<file path="config.mk">
export PLATFORM = sky130hd
export DESIGN_NAME = dual_period_tachometer_flat
export DESIGN_NICKNAME = d
export VERILOG_FILES = /design/src/hw/rtl/dpt_pkg.sv /design/src/hw/rtl/dpt_ifs.sv /design/src/hw/rtl/dpt_ctrl.sv /design/src/hw/rtl/dpt_datapath.sv /design/src/hw/rtl/dual_period_tachometer.sv /design/src/flat_wrapper.sv
export SDC_FILE = /design/constraint.sdc
export NUM_CORES = 1
export LEC_CHECK = 0
export BUFFER_PORTS_ARGS = -buffer_cell sky130_fd_sc_hd__buf_4
export CAP_MARGIN = 40
export CORE_ASPECT_RATIO = 2
export CORE_MARGIN = 2
export CORE_UTILIZATION = 65
export DETAILED_ROUTE_END_ITERATION = 10
export GPL_ROUTABILITY_DRIVEN = 0
export GPL_TIMING_DRIVEN = 0
export PLACE_DENSITY = 0.87
export SYNTH_ARGS = -nofsm -noshare
export SYNTH_HDL_FRONTEND = slang
export SYNTH_SLANG_ARGS = --single-unit
export TNS_END_PERCENT = 1
</file>
<file path="constraint.sdc">
create_clock -name i_clk -period 20.3 [get_ports i_clk]
set_input_delay 1.015 -clock i_clk [delete_from_list [all_inputs] [get_ports i_clk]]
set_output_delay 1.015 -clock i_clk [all_outputs]
set_load 0.02 [all_outputs]
</file>
<file path="src/hw/rtl/dpt_pkg.sv">
`timescale 1ns / 1ps
// ----------------------------------------------------------------------------
// dpt_pkg
// Shared types and constants of the dual period tachometer.
// ----------------------------------------------------------------------------
package dpt_pkg;

    localparam int SCALE_BITS = 32;
    localparam int DIV_STEPS  = SCALE_BITS;
    localparam int CNT_BITS   = $clog2(DIV_STEPS);

    typedef enum logic [2:0] {
        ACT_START       = 3'd0,
        ACT_CAPTURE     = 3'd1,
        ACT_OVERFLOW    = 3'd2,
        ACT_READ_STATUS = 3'd3,
        ACT_READ_SPEED  = 3'd4
    } t_action;

    typedef enum logic [1:0] {
        ST_STOPPED = 2'd0,
        ST_READING = 2'd1,
        ST_DONE    = 2'd2
    } t_status;

    // controller -> datapath
    typedef struct packed {
        logic load;   // input transaction taken this cycle
        logic step;   // one divider iteration
        logic last;   // final divider iteration, commit the speed
    } t_cmd;

    // datapath -> controller
    typedef struct packed {
        logic out_free;  // result register empty or draining this cycle
        logic need_div;  // current input item needs the divider
    } t_sts;

endpackage

</file>
<file path="src/hw/rtl/dpt_ifs.sv">
`timescale 1ns / 1ps
// ----------------------------------------------------------------------------
// dpt interfaces
// Valid/ready channels for events, results and the scale register write.
// ----------------------------------------------------------------------------
interface dpt_in_if #(parameter int STAMP_BITS = 16);
    logic                  valid;
    logic                  ready;
    logic [2:0]            action;
    logic                  motor;
    logic [STAMP_BITS-1:0] capture_time;

    modport source (output valid, action, motor, capture_time, input ready);
    modport sink   (input valid, action, motor, capture_time, output ready);
endinterface

interface dpt_out_if #(parameter int SPEED_BITS = 32);
    logic                  valid;
    logic                  ready;
    logic [1:0]            status;
    logic [SPEED_BITS-1:0] speed;

    modport source (output valid, status, speed, input ready);
    modport sink   (input valid, status, speed, output ready);
endinterface

interface dpt_cfg_if;
    logic        valid;
    logic        ready;
    logic [31:0] data;

    modport source (output valid, data, input ready);
    modport sink   (input valid, data, output ready);
endinterface

</file>
<file path="src/hw/rtl/dpt_ctrl.sv">
`timescale 1ns / 1ps
// ----------------------------------------------------------------------------
// dpt_ctrl
// Sequencer: takes input transactions and runs the serial divider.
// ----------------------------------------------------------------------------
module dpt_ctrl (
    input  logic          i_clk,
    input  logic          i_rst_n,
    input  logic          i_in_valid,
    output logic          o_in_ready,
    input  dpt_pkg::t_sts i_sts,
    output dpt_pkg::t_cmd o_cmd
);
    import dpt_pkg::*;

    typedef enum logic [1:0] {
        S_IDLE = 2'b01,
        S_DIV  = 2'b10
    } t_state;

    t_state              r_state, n_state;
    logic [CNT_BITS-1:0] r_cnt, n_cnt;
    logic                accept;

    assign o_in_ready = (r_state == S_IDLE) && i_sts.out_free;
    assign accept     = i_in_valid && o_in_ready;

    assign o_cmd.load = accept;
    assign o_cmd.step = (r_state == S_DIV);
    assign o_cmd.last = (r_state == S_DIV) && (r_cnt == '0);

    always_comb begin
        n_state = r_state;
        n_cnt   = r_cnt;
        unique case (r_state)
            S_IDLE: begin
                if (accept && i_sts.need_div) begin
                    n_state = S_DIV;
                    n_cnt   = CNT_BITS'(DIV_STEPS - 1);
                end
            end
            S_DIV: begin
                if (r_cnt == '0) begin
                    n_state = S_IDLE;
                end else begin
                    n_cnt = r_cnt - 1'b1;
                end
            end
            default: n_state = S_IDLE;
        endcase
    end

    always_ff @(posedge i_clk) begin
        if (!i_rst_n) begin
            r_state <= S_IDLE;
            r_cnt   <= '0;
        end else begin
            r_state <= n_state;
            r_cnt   <= n_cnt;
        end
    end

endmodule

</file>
<file path="src/hw/rtl/dpt_datapath.sv">
`timescale 1ns / 1ps
// ----------------------------------------------------------------------------
// dpt_datapath
// Channel state, restoring divider and result register.
// ----------------------------------------------------------------------------
module dpt_datapath #(
    parameter int STAMP_BITS = 16,
    parameter int SPEED_BITS = 32
) (
    input  logic                             i_clk,
    input  logic                             i_rst_n,
    input  dpt_pkg::t_cmd                    i_cmd,
    output dpt_pkg::t_sts                    o_sts,
    input  logic [2:0]                       i_action,
    input  logic                             i_motor,
    input  logic [STAMP_BITS-1:0]            i_capture_time,
    input  logic                             i_cfg_valid,
    input  logic [dpt_pkg::SCALE_BITS-1:0]   i_cfg_data,
    output logic                             o_out_valid,
    input  logic                             i_out_ready,
    output logic [1:0]                       o_status,
    output logic [SPEED_BITS-1:0]            o_speed
);
    import dpt_pkg::*;

    localparam int QW = (SPEED_BITS > SCALE_BITS) ? SPEED_BITS : SCALE_BITS;
    localparam logic [SPEED_BITS-1:0] SPEED_MAX = {SPEED_BITS{1'b1}};

    logic [SCALE_BITS-1:0] r_scale;

    logic [STAMP_BITS-1:0] r_first [2];
    logic [STAMP_BITS-1:0] n_first [2];
    logic [1:0]            r_count [2];
    logic [1:0]            n_count [2];
    logic [SPEED_BITS-1:0] r_last  [2];
    logic [SPEED_BITS-1:0] n_last  [2];
    logic [1:0] r_started, n_started;
    logic [1:0] r_done,    n_done;
    logic [1:0] r_ovf,     n_ovf;
    logic [1:0] r_armed,   n_armed;

    // divider
    logic [SCALE_BITS-1:0] r_quo, n_quo;
    logic [STAMP_BITS-1:0] r_rem, n_rem;
    logic [STAMP_BITS-1:0] r_dvs;
    logic                  r_chan;
    logic [STAMP_BITS:0]   trial, diff;
    logic                  ge;
    logic [QW-1:0]         q_ext;
    logic [SPEED_BITS-1:0] q_sat;

    logic [STAMP_BITS-1:0] period;
    logic                  n_need_div;
    logic [SPEED_BITS-1:0] resp_speed;
    t_status               resp_status;

    logic                  r_out_valid;
    t_status               r_out_status;
    logic [SPEED_BITS-1:0] r_out_speed;

    assign period = i_capture_time - r_first[i_motor];

    assign trial = {r_rem, r_quo[SCALE_BITS-1]};
    assign ge    = trial >= {1'b0, r_dvs};
    assign diff  = trial - {1'b0, r_dvs};
    assign n_rem = ge ? diff[STAMP_BITS-1:0] : trial[STAMP_BITS-1:0];
    assign n_quo = {r_quo[SCALE_BITS-2:0], ge};
    assign q_ext = QW'(n_quo);
    assign q_sat = (q_ext > QW'(SPEED_MAX)) ? SPEED_MAX : SPEED_BITS'(q_ext);

    always_comb begin
        n_first    = r_first;
        n_count    = r_count;
        n_last     = r_last;
        n_started  = r_started;
        n_done     = r_done;
        n_ovf      = r_ovf;
        n_armed    = r_armed;
        n_need_div = 1'b0;
        resp_speed = '0;

        case (i_action)
            ACT_START: begin
                n_started[i_motor] = 1'b1;
                n_done[i_motor]    = 1'b0;
                n_ovf[i_motor]     = 1'b0;
                n_count[i_motor]   = 2'd0;
                n_armed[i_motor]   = 1'b1;
            end
            ACT_CAPTURE: begin
                if (r_armed[i_motor] && !r_count[i_motor][1]) begin
                    if (r_count[i_motor] == 2'd0) begin
                        n_first[i_motor] = i_capture_time;
                        n_count[i_motor] = 2'd1;
                    end else begin
                        n_count[i_motor] = 2'd2;
                        n_armed[i_motor] = 1'b0;
                        if (!r_ovf[i_motor]) begin
                            if (period == '0) begin
                                n_last[i_motor] = SPEED_MAX;
                                n_done[i_motor] = 1'b1;
                            end else begin
                                // done flag and speed follow when the divider ends
                                n_need_div = 1'b1;
                            end
                        end
                    end
                end
            end
            ACT_OVERFLOW: begin
                for (int c = 0; c < 2; c++) begin
                    if (!r_done[c]) begin
                        n_last[c] = '0;
                        n_ovf[c]  = 1'b1;
                        n_done[c] = 1'b1;
                    end
                    n_armed[c] = 1'b0;
                end
            end
            ACT_READ_SPEED: begin
                if (r_started[i_motor] && r_done[i_motor]) begin
                    n_started[i_motor] = 1'b0;
                    n_done[i_motor]    = 1'b0;
                    n_ovf[i_motor]     = 1'b0;
                    resp_speed         = r_last[i_motor];
                end
            end
            default: begin
            end
        endcase

        if (!n_started[i_motor]) begin
            resp_status = ST_STOPPED;
        end else if (n_done[i_motor]) begin
            resp_status = ST_DONE;
        end else begin
            resp_status = ST_READING;
        end
    end

    assign o_sts.out_free = !r_out_valid || i_out_ready;
    assign o_sts.need_div = n_need_div;

    always_ff @(posedge i_clk) begin
        if (!i_rst_n) begin
            r_scale   <= '0;
            r_started <= '0;
            r_done    <= '0;
            r_ovf     <= '0;
            r_armed   <= '0;
            r_count   <= '{default: '0};
        end else begin
            if (i_cfg_valid) begin
                r_scale <= i_cfg_data;
            end
            if (i_cmd.load) begin
                r_started <= n_started;
                r_done    <= n_done;
                r_ovf     <= n_ovf;
                r_armed   <= n_armed;
                r_count   <= n_count;
            end else if (i_cmd.last) begin
                r_done[r_chan] <= 1'b1;
            end
        end
    end

    always_ff @(posedge i_clk) begin
        if (i_cmd.load) begin
            r_first <= n_first;
            r_last  <= n_last;
            r_quo   <= r_scale;
            r_rem   <= '0;
            r_dvs   <= period;
            r_chan  <= i_motor;
        end else if (i_cmd.step) begin
            r_quo <= n_quo;
            r_rem <= n_rem;
            if (i_cmd.last) begin
                r_last[r_chan] <= q_sat;
            end
        end
    end

    always_ff @(posedge i_clk) begin
        if (!i_rst_n) begin
            r_out_valid <= 1'b0;
        end else if (i_cmd.load && !n_need_div) begin
            r_out_valid <= 1'b1;
        end else if (i_cmd.last) begin
            r_out_valid <= 1'b1;
        end else if (i_out_ready) begin
            r_out_valid <= 1'b0;
        end
    end

    always_ff @(posedge i_clk) begin
        if (i_cmd.load && !n_need_div) begin
            r_out_status <= resp_status;
            r_out_speed  <= resp_speed;
        end else if (i_cmd.last) begin
            r_out_status <= r_started[r_chan] ? ST_DONE : ST_STOPPED;
            r_out_speed  <= '0;
        end
    end

    assign o_out_valid = r_out_valid;
    assign o_status    = r_out_status;
    assign o_speed     = r_out_speed;

endmodule

</file>
<file path="src/hw/rtl/dual_period_tachometer.sv">
`timescale 1ns / 1ps
// ----------------------------------------------------------------------------
// dual_period_tachometer
// Two-channel input-capture tachometer: speed = scale / stamp period.
// ----------------------------------------------------------------------------
//  channel | dir | carries                              | accepted on
//  i_cmd   | in  | action, motor, capture_time          | valid && ready
//  o_res   | out | status, speed                        | valid && ready
//  i_cfg   | in  | speed_scale write data               | valid && ready
//
//  A second capture with non-zero period runs the restoring divider, one
//  quotient bit per cycle; input is held off meanwhile.
//  Any other event, zero period included, is written into the result register when taken.
//  A new event is taken while the previous result drains in the same cycle.
//  Reset (sync, active low) clears all channel flags and the scale register.
//  i_cfg is always ready.
// ----------------------------------------------------------------------------
module dual_period_tachometer #(
    parameter int STAMP_BITS = 16,
    parameter int SPEED_BITS = 32
) (
    input  logic      i_clk,
    input  logic      i_rst_n,
    dpt_in_if.sink    i_cmd,
    dpt_out_if.source o_res,
    dpt_cfg_if.sink   i_cfg
);
    import dpt_pkg::*;

    t_cmd cmd;
    t_sts sts;

    assign i_cfg.ready = 1'b1;

    dpt_ctrl u_ctrl (
        .i_clk      (i_clk),
        .i_rst_n    (i_rst_n),
        .i_in_valid (i_cmd.valid),
        .o_in_ready (i_cmd.ready),
        .i_sts      (sts),
        .o_cmd      (cmd)
    );

    dpt_datapath #(
        .STAMP_BITS (STAMP_BITS),
        .SPEED_BITS (SPEED_BITS)
    ) u_datapath (
        .i_clk          (i_clk),
        .i_rst_n        (i_rst_n),
        .i_cmd          (cmd),
        .o_sts          (sts),
        .i_action       (i_cmd.action),
        .i_motor        (i_cmd.motor),
        .i_capture_time (i_cmd.capture_time),
        .i_cfg_valid    (i_cfg.valid),
        .i_cfg_data     (i_cfg.data),
        .o_out_valid    (o_res.valid),
        .i_out_ready    (o_res.ready),
        .o_status       (o_res.status),
        .o_speed        (o_res.speed)
    );

endmodule

</file>
<file path="src/flat_wrapper.sv">
// flat-port wrapper written by rule: the top's interface ports become plain ports
module dual_period_tachometer_flat import dpt_pkg::*;
#(
    parameter int STAMP_BITS = 16,
    parameter int SPEED_BITS = 32
)
  (i_clk, i_rst_n, i_cmd_valid, i_cmd_action, i_cmd_motor, i_cmd_capture_time, i_cmd_ready, o_res_valid, o_res_status, o_res_speed, o_res_ready, i_cfg_valid, i_cfg_data, i_cfg_ready);
  dpt_in_if #(.STAMP_BITS(STAMP_BITS)) i_cmd_i ();
  dpt_out_if #(.SPEED_BITS(SPEED_BITS)) o_res_i ();
  dpt_cfg_if i_cfg_i ();
  input  logic i_clk;
  input  logic i_rst_n;
  input wire logic [$bits(i_cmd_i.valid)-1:0] i_cmd_valid;
  input wire logic [$bits(i_cmd_i.action)-1:0] i_cmd_action;
  input wire logic [$bits(i_cmd_i.motor)-1:0] i_cmd_motor;
  input wire logic [$bits(i_cmd_i.capture_time)-1:0] i_cmd_capture_time;
  output wire logic [$bits(i_cmd_i.ready)-1:0] i_cmd_ready;
  output wire logic [$bits(o_res_i.valid)-1:0] o_res_valid;
  output wire logic [$bits(o_res_i.status)-1:0] o_res_status;
  output wire logic [$bits(o_res_i.speed)-1:0] o_res_speed;
  input wire logic [$bits(o_res_i.ready)-1:0] o_res_ready;
  input wire logic [$bits(i_cfg_i.valid)-1:0] i_cfg_valid;
  input wire logic [$bits(i_cfg_i.data)-1:0] i_cfg_data;
  output wire logic [$bits(i_cfg_i.ready)-1:0] i_cfg_ready;
  assign i_cmd_i.valid = i_cmd_valid;
  assign i_cmd_i.action = i_cmd_action;
  assign i_cmd_i.motor = i_cmd_motor;
  assign i_cmd_i.capture_time = i_cmd_capture_time;
  assign i_cmd_ready = i_cmd_i.ready;
  assign o_res_valid = o_res_i.valid;
  assign o_res_status = o_res_i.status;
  assign o_res_speed = o_res_i.speed;
  assign o_res_i.ready = o_res_ready;
  assign i_cfg_i.valid = i_cfg_valid;
  assign i_cfg_i.data = i_cfg_data;
  assign i_cfg_ready = i_cfg_i.ready;
  dual_period_tachometer #(.STAMP_BITS(STAMP_BITS), .SPEED_BITS(SPEED_BITS)) u_core (.i_clk(i_clk), .i_rst_n(i_rst_n), .i_cmd(i_cmd_i), .o_res(o_res_i), .i_cfg(i_cfg_i));
endmodule
</file>
# Word-level counts from Yosys, hierarchy flattened

Index checks and enable logic that the tools add are counted.

Bits in registers: 247
Input bits: 57
Output and inout bits: 37
Word-level logic and storage cells: 204

Add/sub/neg operators: 3
Order comparisons: 10
Eq/ne operators: 20
Mux-type cells: 94
Bitwise logic cells: 20
Reduce and logical (&&, ||, !) cells: 36

Operators with widths:

| operator               | count |
|---|---|
| $mux W32               | 14 |
| $mux W64               | 7 |
| $pmux W64 S2           | 1 |
| $mux W16               | 5 |
| $bwmux W64             | 1 |
| $demux W32 S1          | 2 |
| $or A64 B64 Y64        | 1 |
| $mux W2                | 22 |
| $bwmux W32             | 1 |
| $gt A32 B32 Y1 const B | 1 |
| $sub A16 B16 Y16       | 2 |
| $mux W1                | 26 |
| $ne A3 B3 Y1 const B   | 7 |
| $ge A17 B16 Y1         | 1 |
| $demux W16 S1          | 1 |
| $logic_not A16 Y1      | 1 |
| $reduce_and A4 Y1      | 4 |
| $reduce_and A8 Y1      | 2 |
| $ne A2 B2 Y1 const B   | 7 |
| $and A2 B2 Y2          | 6 |
| $or A2 B2 Y2           | 6 |
| $pmux W2 S3            | 2 |
| $logic_and A1 B1 Y1    | 11 |
| $mux W5                | 2 |
| other kinds (31)       | 50 |

# Longest topological paths before layout

Depth after elaboration: 16
Mapped depth: 15
Depth with buffers taken out: 12

# Modules after synthesis

From an unflattened synthesis, not the netlist that was laid out.

Cell total of the unflattened synthesis: 1155
Area, all modules: 12497.0 um^2

Modules (own cells, without submodules):

| module                 | times used | cells each | area each (um^2) | seq. area each (um^2) |
|---|---|---|---|---|
| dpt_datapath           | 1          | 1116       | 12129.1          | 6596.3 |
| dpt_ctrl               | 1          | 37         | 356.6            | 140.1 |
| dual_period_tachometer | 1          | 2          | 11.3             | 0.0 |

# Worst setup path after synthesis

Ideal clock, no wire load.

Path type: in2reg
Start point: input port i_cmd_motor
End point: register u_core.u_datapath.r_last[0] in the netlist's numbering, enable pin
Setup time: 501 ps
Data arrival time: 7679 ps
Data required time: 19799 ps
Path slack: 12120 ps
Stages: 15
Buffers on the path: 4
Cell sequence: buf_1 clkbuf_1 buf_1 clkbuf_1 mux2i_1 ha_1 nand2_2 a2111oi_4 o31ai_2 a2111oi_4 a211oi_2 or2_4 nor3_4 a21oi_2 nor4_1

Longest elaborated chain between the ends: 8
Elaborated cells on any way between the ends: 21
Classes of those cells: 1 x add/sub; 4 x eq/ne; 10 x mux; 1 x bitwise; 5 x reduce/logical

Ends and longest elaborated chain:

| what                                         | RTL line            | text |
|---|---|---|
| from (decl)                                  | flat_wrapper.sv:15  | `input wire logic [$bits(i_cmd_i.motor)-1:0] i_cmd_motor;` |
| $not A1 Y2 (implied by the code)             | dpt_datapath.sv:61  | `assign period = i_capture_time - r_first[i_motor];` |
| $mux W16 (implied by the code) (3 in series) | dpt_datapath.sv:61  |  |
| $sub A16 B16 Y16                             | dpt_datapath.sv:61  |  |
| net u_core.u_datapath.period[15]             | dpt_datapath.sv:52  | `logic [STAMP_BITS-1:0] period;` |
| $logic_not A16 Y1                            | dpt_datapath.sv:99  | `if (period == '0) begin` |
| $ne A3 B3 Y1 (no line)                       | --                  |  |
| $reduce_and A8 Y1 (no line)                  | --                  |  |
| to (signal assigned)                         | dpt_datapath.sv:171 | `r_last <= n_last;` |
| to (signal, indexed assignment)              | dpt_datapath.sv:180 | `r_last[r_chan] <= q_sat;` |
| to (decl)                                    | dpt_datapath.sv:35  | `logic [SPEED_BITS-1:0] r_last [2];` |

The timed path passes the listed nets, and every way through them passes these cells. The select of a mux whose other input is x is not followed.
A chain may end at the register's enable or synchronous reset.

# Worst setup path in the final report

Start point: input port i_cmd_motor
End point: register u_core.u_datapath.r_last[19] in the netlist's numbering, enable pin

Longest elaborated chain between the ends: 8
Elaborated cells on any way between the ends: 21
Classes of those cells: 1 x add/sub; 4 x eq/ne; 10 x mux; 1 x bitwise; 5 x reduce/logical

Ends and longest elaborated chain:

| what                                                                    | RTL line |
|---|---|
| $not A1 Y2 (implied by the code)                                        | dpt_datapath.sv:61, dpt_datapath.sv:91, dpt_datapath.sv:92 |
| $mux W16 (implied by the code) or $mux W2 (tied branches) (3 in series) | dpt_datapath.sv:61, dpt_datapath.sv:91, dpt_datapath.sv:92 |
| $sub A16 B16 Y16 or $logic_not A1 Y1 (tied branches)                    | dpt_datapath.sv:61, dpt_datapath.sv:91 |
| $logic_not A16 Y1 or $logic_and A1 B1 Y1 (tied branches)                | dpt_datapath.sv:99, dpt_datapath.sv:91 |
| $ne A3 B3 Y1 (no line)                                                  | -- |
| $reduce_and A8 Y1 (no line) *                                           | -- |

Every way passes the cells marked *; elsewhere a longest branch is shown, timed or not. The select of a mux whose other input is x is not followed.

==> flow_summary.toml <==
[clock_tree]
cts_max_level = 1
clkSinkCount = 247
post_cts_buffers = 0
numCtsBuffers = 22
postCtsResizedCells = 0
tritoncts = "done"
cts.reportedPaths.clkPinSlew_ns = 0.07
cts_root_buffer_type = "sky130_fd_sc_hd__clkbuf_16"
clkLatencyLatePin_ns = 0.51
cts_max_path_buffers = 3
ctsHoldBuffers = 0

[global_route]
largest_net_degree_at_the_start_of_global_routing = 22
grt_pass1_vias = 10300
global_route.overflow_total = 0
grt_pass1_wl_um = 48200
global_route.usage.total_pct = 30.7
grt_antenna_before_repair = 0

[die]
height_of_the_die_um = 198
boundaryPins = 94
dieWidth_um = 101
initial_core_util_pct = 65.6
design.die.area_mm2 = 0.0200
core_region_area_mm2 = 0.0187
rows = 71

[finish]
fillCellCount = 1219
drive_gt1_share_pct = 12.6
antenna_cell_count = 0
area_growth_syn_to_layout_pct = 15.5
final_util_pct = 75.7
design.final.nets = 1423

[yosys]
synth-edff-count = 179
synth_flop_cell = "sky130_fd_sc_hd__edfxtp_1"
syn_area_mm2 = 0.0122
synthesis.yosys.warnings = 0
post_synth_inst_count = 1200
async_reset_ff_share_pct = 0
synth.avg_cell_area_um2 = 10.2
synthDistinctLibCells = 75
synth_seq_area_share_pct = 55.1
syn-num-nets = 1297
number_of_flip_flops_and_latches_in_the_synthesized_netlist = 247

[sta]
maxSlewViolCount = 0
finClkSkew_ns = 0.0129
final_hold_viol_count = 0
clock.fmax_mhz = 136
timing.final.crit_period_ns = 7.36
final_min_period_over_clock_period_pct = 36.3
setup_total_negative_slack_ns = 0
grt_setup_unrepaired = "false"
max-slew-margin-rel_pct = 37.4
setup_violations = 0
max_slew.worst_pin.slew_ns = 0.932

[setup_path]
worstPathRequired_ns = 20.52
setup.worst_path.end = "u_core.u_datapath.r_last[19]"
worstSetupStartpointType = "primary input"
crit_arrival_ns = 7.58
worstReg2RegStart = "u_core.u_datapath.r_first[16]"
critical_path_origin = "i_cmd_motor"
path_class = "primary input to register"
reg2reg_depth = 14
worst_setup_path_end_kind = "register"
setup.reg_to_reg.worst_slack_ns = 15.34
worstPathMaxFanout = 10
r2r-end = "u_core.u_datapath.r_last[19]"

[pwr]
power_leakage_nw = 5.75
vdd_ir_drop_max_uv = 83.1
power_density_mw_per_mm2 = 81.6

[routing]
final_antenna_net_count = 0
detail_route.iter0.violations = 754
wl_per_cell_um = 19.7
route.final.wire_length_um = 30700
drc = 0
number_of_detailed_routing_iterations_run_before_antenna_repair = 7
route.vias.total = 9845
vias_per_cell = 6.31

[placed_design]
buffers_added_on_ports = 90
dpl.hpwl_um = 22700

[hold_path]
hold_start = "u_core.u_datapath.r_rem[10]"
hold_path_class = "register to register"

[job]
number_of_max_cap_violations = 0

[status]
status = "complete, no violations"
==> cell usage after synthesis, drive strengths merged (6+ instances only) <==
cell type	instances	area [µm²]
nand2	202	761
edfxtp	179	5380
nor2	173	649
o21ai	104	524
mux2i	95	951
dfxtp	68	1360
clkbuf	48	180
inv	48	180
a21oi	42	221
ha	38	475
nand3	21	105
xnor2	13	114
buf	12	55.1
nor3	12	76.3
nor4	10	68.8
a211oi	9	77.6
nor2b	9	56.3
nand2b	8	50.1
o21a	7	52.6
xor2	7	61.3
o311ai	6	60.1
or2	6	40.1
==> critical path, cell delays in order <==
cell,delay [ns]
sky130_fd_sc_hd__buf_4,0.12
sky130_fd_sc_hd__buf_1,0.39
sky130_fd_sc_hd__clkbuf_1,0.46
sky130_fd_sc_hd__buf_1,0.75
sky130_fd_sc_hd__clkbuf_1,0.74
sky130_fd_sc_hd__mux2i_1,0.32
sky130_fd_sc_hd__ha_1,0.30
sky130_fd_sc_hd__a21oi_1,0.30
sky130_fd_sc_hd__nand2_1,0.16
sky130_fd_sc_hd__xnor2_1,0.37
sky130_fd_sc_hd__nand3_1,0.20
sky130_fd_sc_hd__nor4_1,0.40
sky130_fd_sc_hd__nand4_1,0.29
sky130_fd_sc_hd__nor3_4,0.34
sky130_fd_sc_hd__a21oi_2,0.15
sky130_fd_sc_hd__nor4_2,0.78
sky130_fd_sc_hd__buf_4,0.31
sky130_fd_sc_hd__buf_4,0.19
==> sequential cells by signal, summed over array words and instances (netlist names), named ones only <==
| name | cells |
|---|---|
| u_core.u_datapath.r_armed | 2 |
| u_core.u_datapath.r_rem | 16 |
| u_core.u_datapath.r_last | 64 |
| u_core.u_datapath.r_chan | 1 |
| u_core.u_datapath.o_out_valid | 1 |
| u_core.u_ctrl.r_state | 2 |
| u_core.u_ctrl.r_cnt | 5 |
| u_core.u_datapath.r_started | 2 |
| u_core.u_datapath.r_done | 2 |
| u_core.u_datapath.r_quo | 32 |
| u_core.u_datapath.o_speed | 32 |
| u_core.u_datapath.r_scale | 32 |
| u_core.u_datapath.o_status | 2 |
| u_core.u_datapath.r_first | 32 |
| u_core.u_datapath.r_dvs | 16 |
| u_core.u_datapath.r_ovf | 2 |
==> layout make-up <==
class | count | area (µm²) | area share [%]
clock inverters | 11 | 110 | 0.779
multi-input cells | 845 | 5130 | 36.3
inverters | 48 | 180 | 1.28
repair buffers | 102 | 840 | 5.94
well taps | 219 | 274 | 1.94
clock buffers | 29 | 629 | 4.45
plain buffers | 60 | 235 | 1.66
flip-flops and latches | 247 | 6740 | 47.7
==> through the flow <==
stage / instances / cell area, µm² / setup slack [ns] / hold slack (ns) / power, mW
after floorplan: 1200 / 12200 / 12.12 / 0.443 / 0.677
after global placement: 1509 / 13200 / 8.94 / 0.458 / 0.720
final: 1561 / 14100 / 12.94 / 0.478 / 1.15
after CTS: 1561 / 14100 / 13.07 / 0.476 / 1.15
after global routing: 1561 / 14100 / 12.56 / 0.503 / 1.18
after detailed placement: 1521 / 13400 / 12.59 / 0.465 / 0.729
==> metal layers <==
layer / track usage [%] / wire (µm) / vias to the layer above
met5: 0 / 0 / -
met4: 20.0 / 2230 / 0
met3: 3.42 / 1910 / 177
met2: 59.3 / 16900 / 546
met1: 29.3 / 9600 / 4638
li1: - / - / 4484
==> worst min path at each step <==
stage / end / cells past startpoint
after global placement: u_core.u_datapath.r_rem[6] / 2
final: u_core.u_datapath.r_rem[10] / 2
after CTS: u_core.u_datapath.r_rem[6] / 2
after detailed placement: u_core.u_datapath.r_rem[7] / 2
after global routing: u_core.u_datapath.r_rem[6] / 2
after floorplan: u_core.u_datapath.r_rem[1] / 2
==> cells in the final DEF, fill, tap and decap left out, drive strengths merged, types with 6 or more instances in the layout <==
cell / count
inv: 48
a211oi: 9
mux2i: 95
nor2: 173
dfxtp: 68
xnor2: 13
a21oi: 42
nor2b: 9
nand3: 21
nor3: 12
nor4: 10
nand2b: 8
buf: 114
edfxtp: 179
o21a: 7
o21ai: 104
o311ai: 6
ha: 38
clkinv: 9
nand2: 202
or2: 6
xor2: 7
clkbuf: 77
==> report_power, final <==
part / switching [mW] / internal, mW / leakage [nW] / total, mW
clock network: 0.185 / 0.245 / 0.367 / 0.430
registers: 0.0125 / 0.568 / 2.25 / 0.580
logic: 0.0893 / 0.0532 / 3.12 / 0.142
total: 0.287 / 0.866 / 5.75 / 1.15
==> cell families (layout without fill, tap and decap cells) <==
kind of cell | count (synthesis) | in the layout | share of synthesized area (%)
flip-flops | 247 | 247 | 55.1
AND/OR/NAND/NOR | 473 | 473 | 16.7
AO/OA/AOI/OAI | 213 | 213 | 11.1
adder cells (fa/ha/maj) | 40 | 40 | 4.21
XOR/XNOR | 20 | 20 | 1.43
other | 1 | 1 | 0.0307
buffers and inverters | 108 | 250 | 3.40
multiplexers | 98 | 98 | 8.05
No activity file was read; power rests on OpenSTA's default activity.
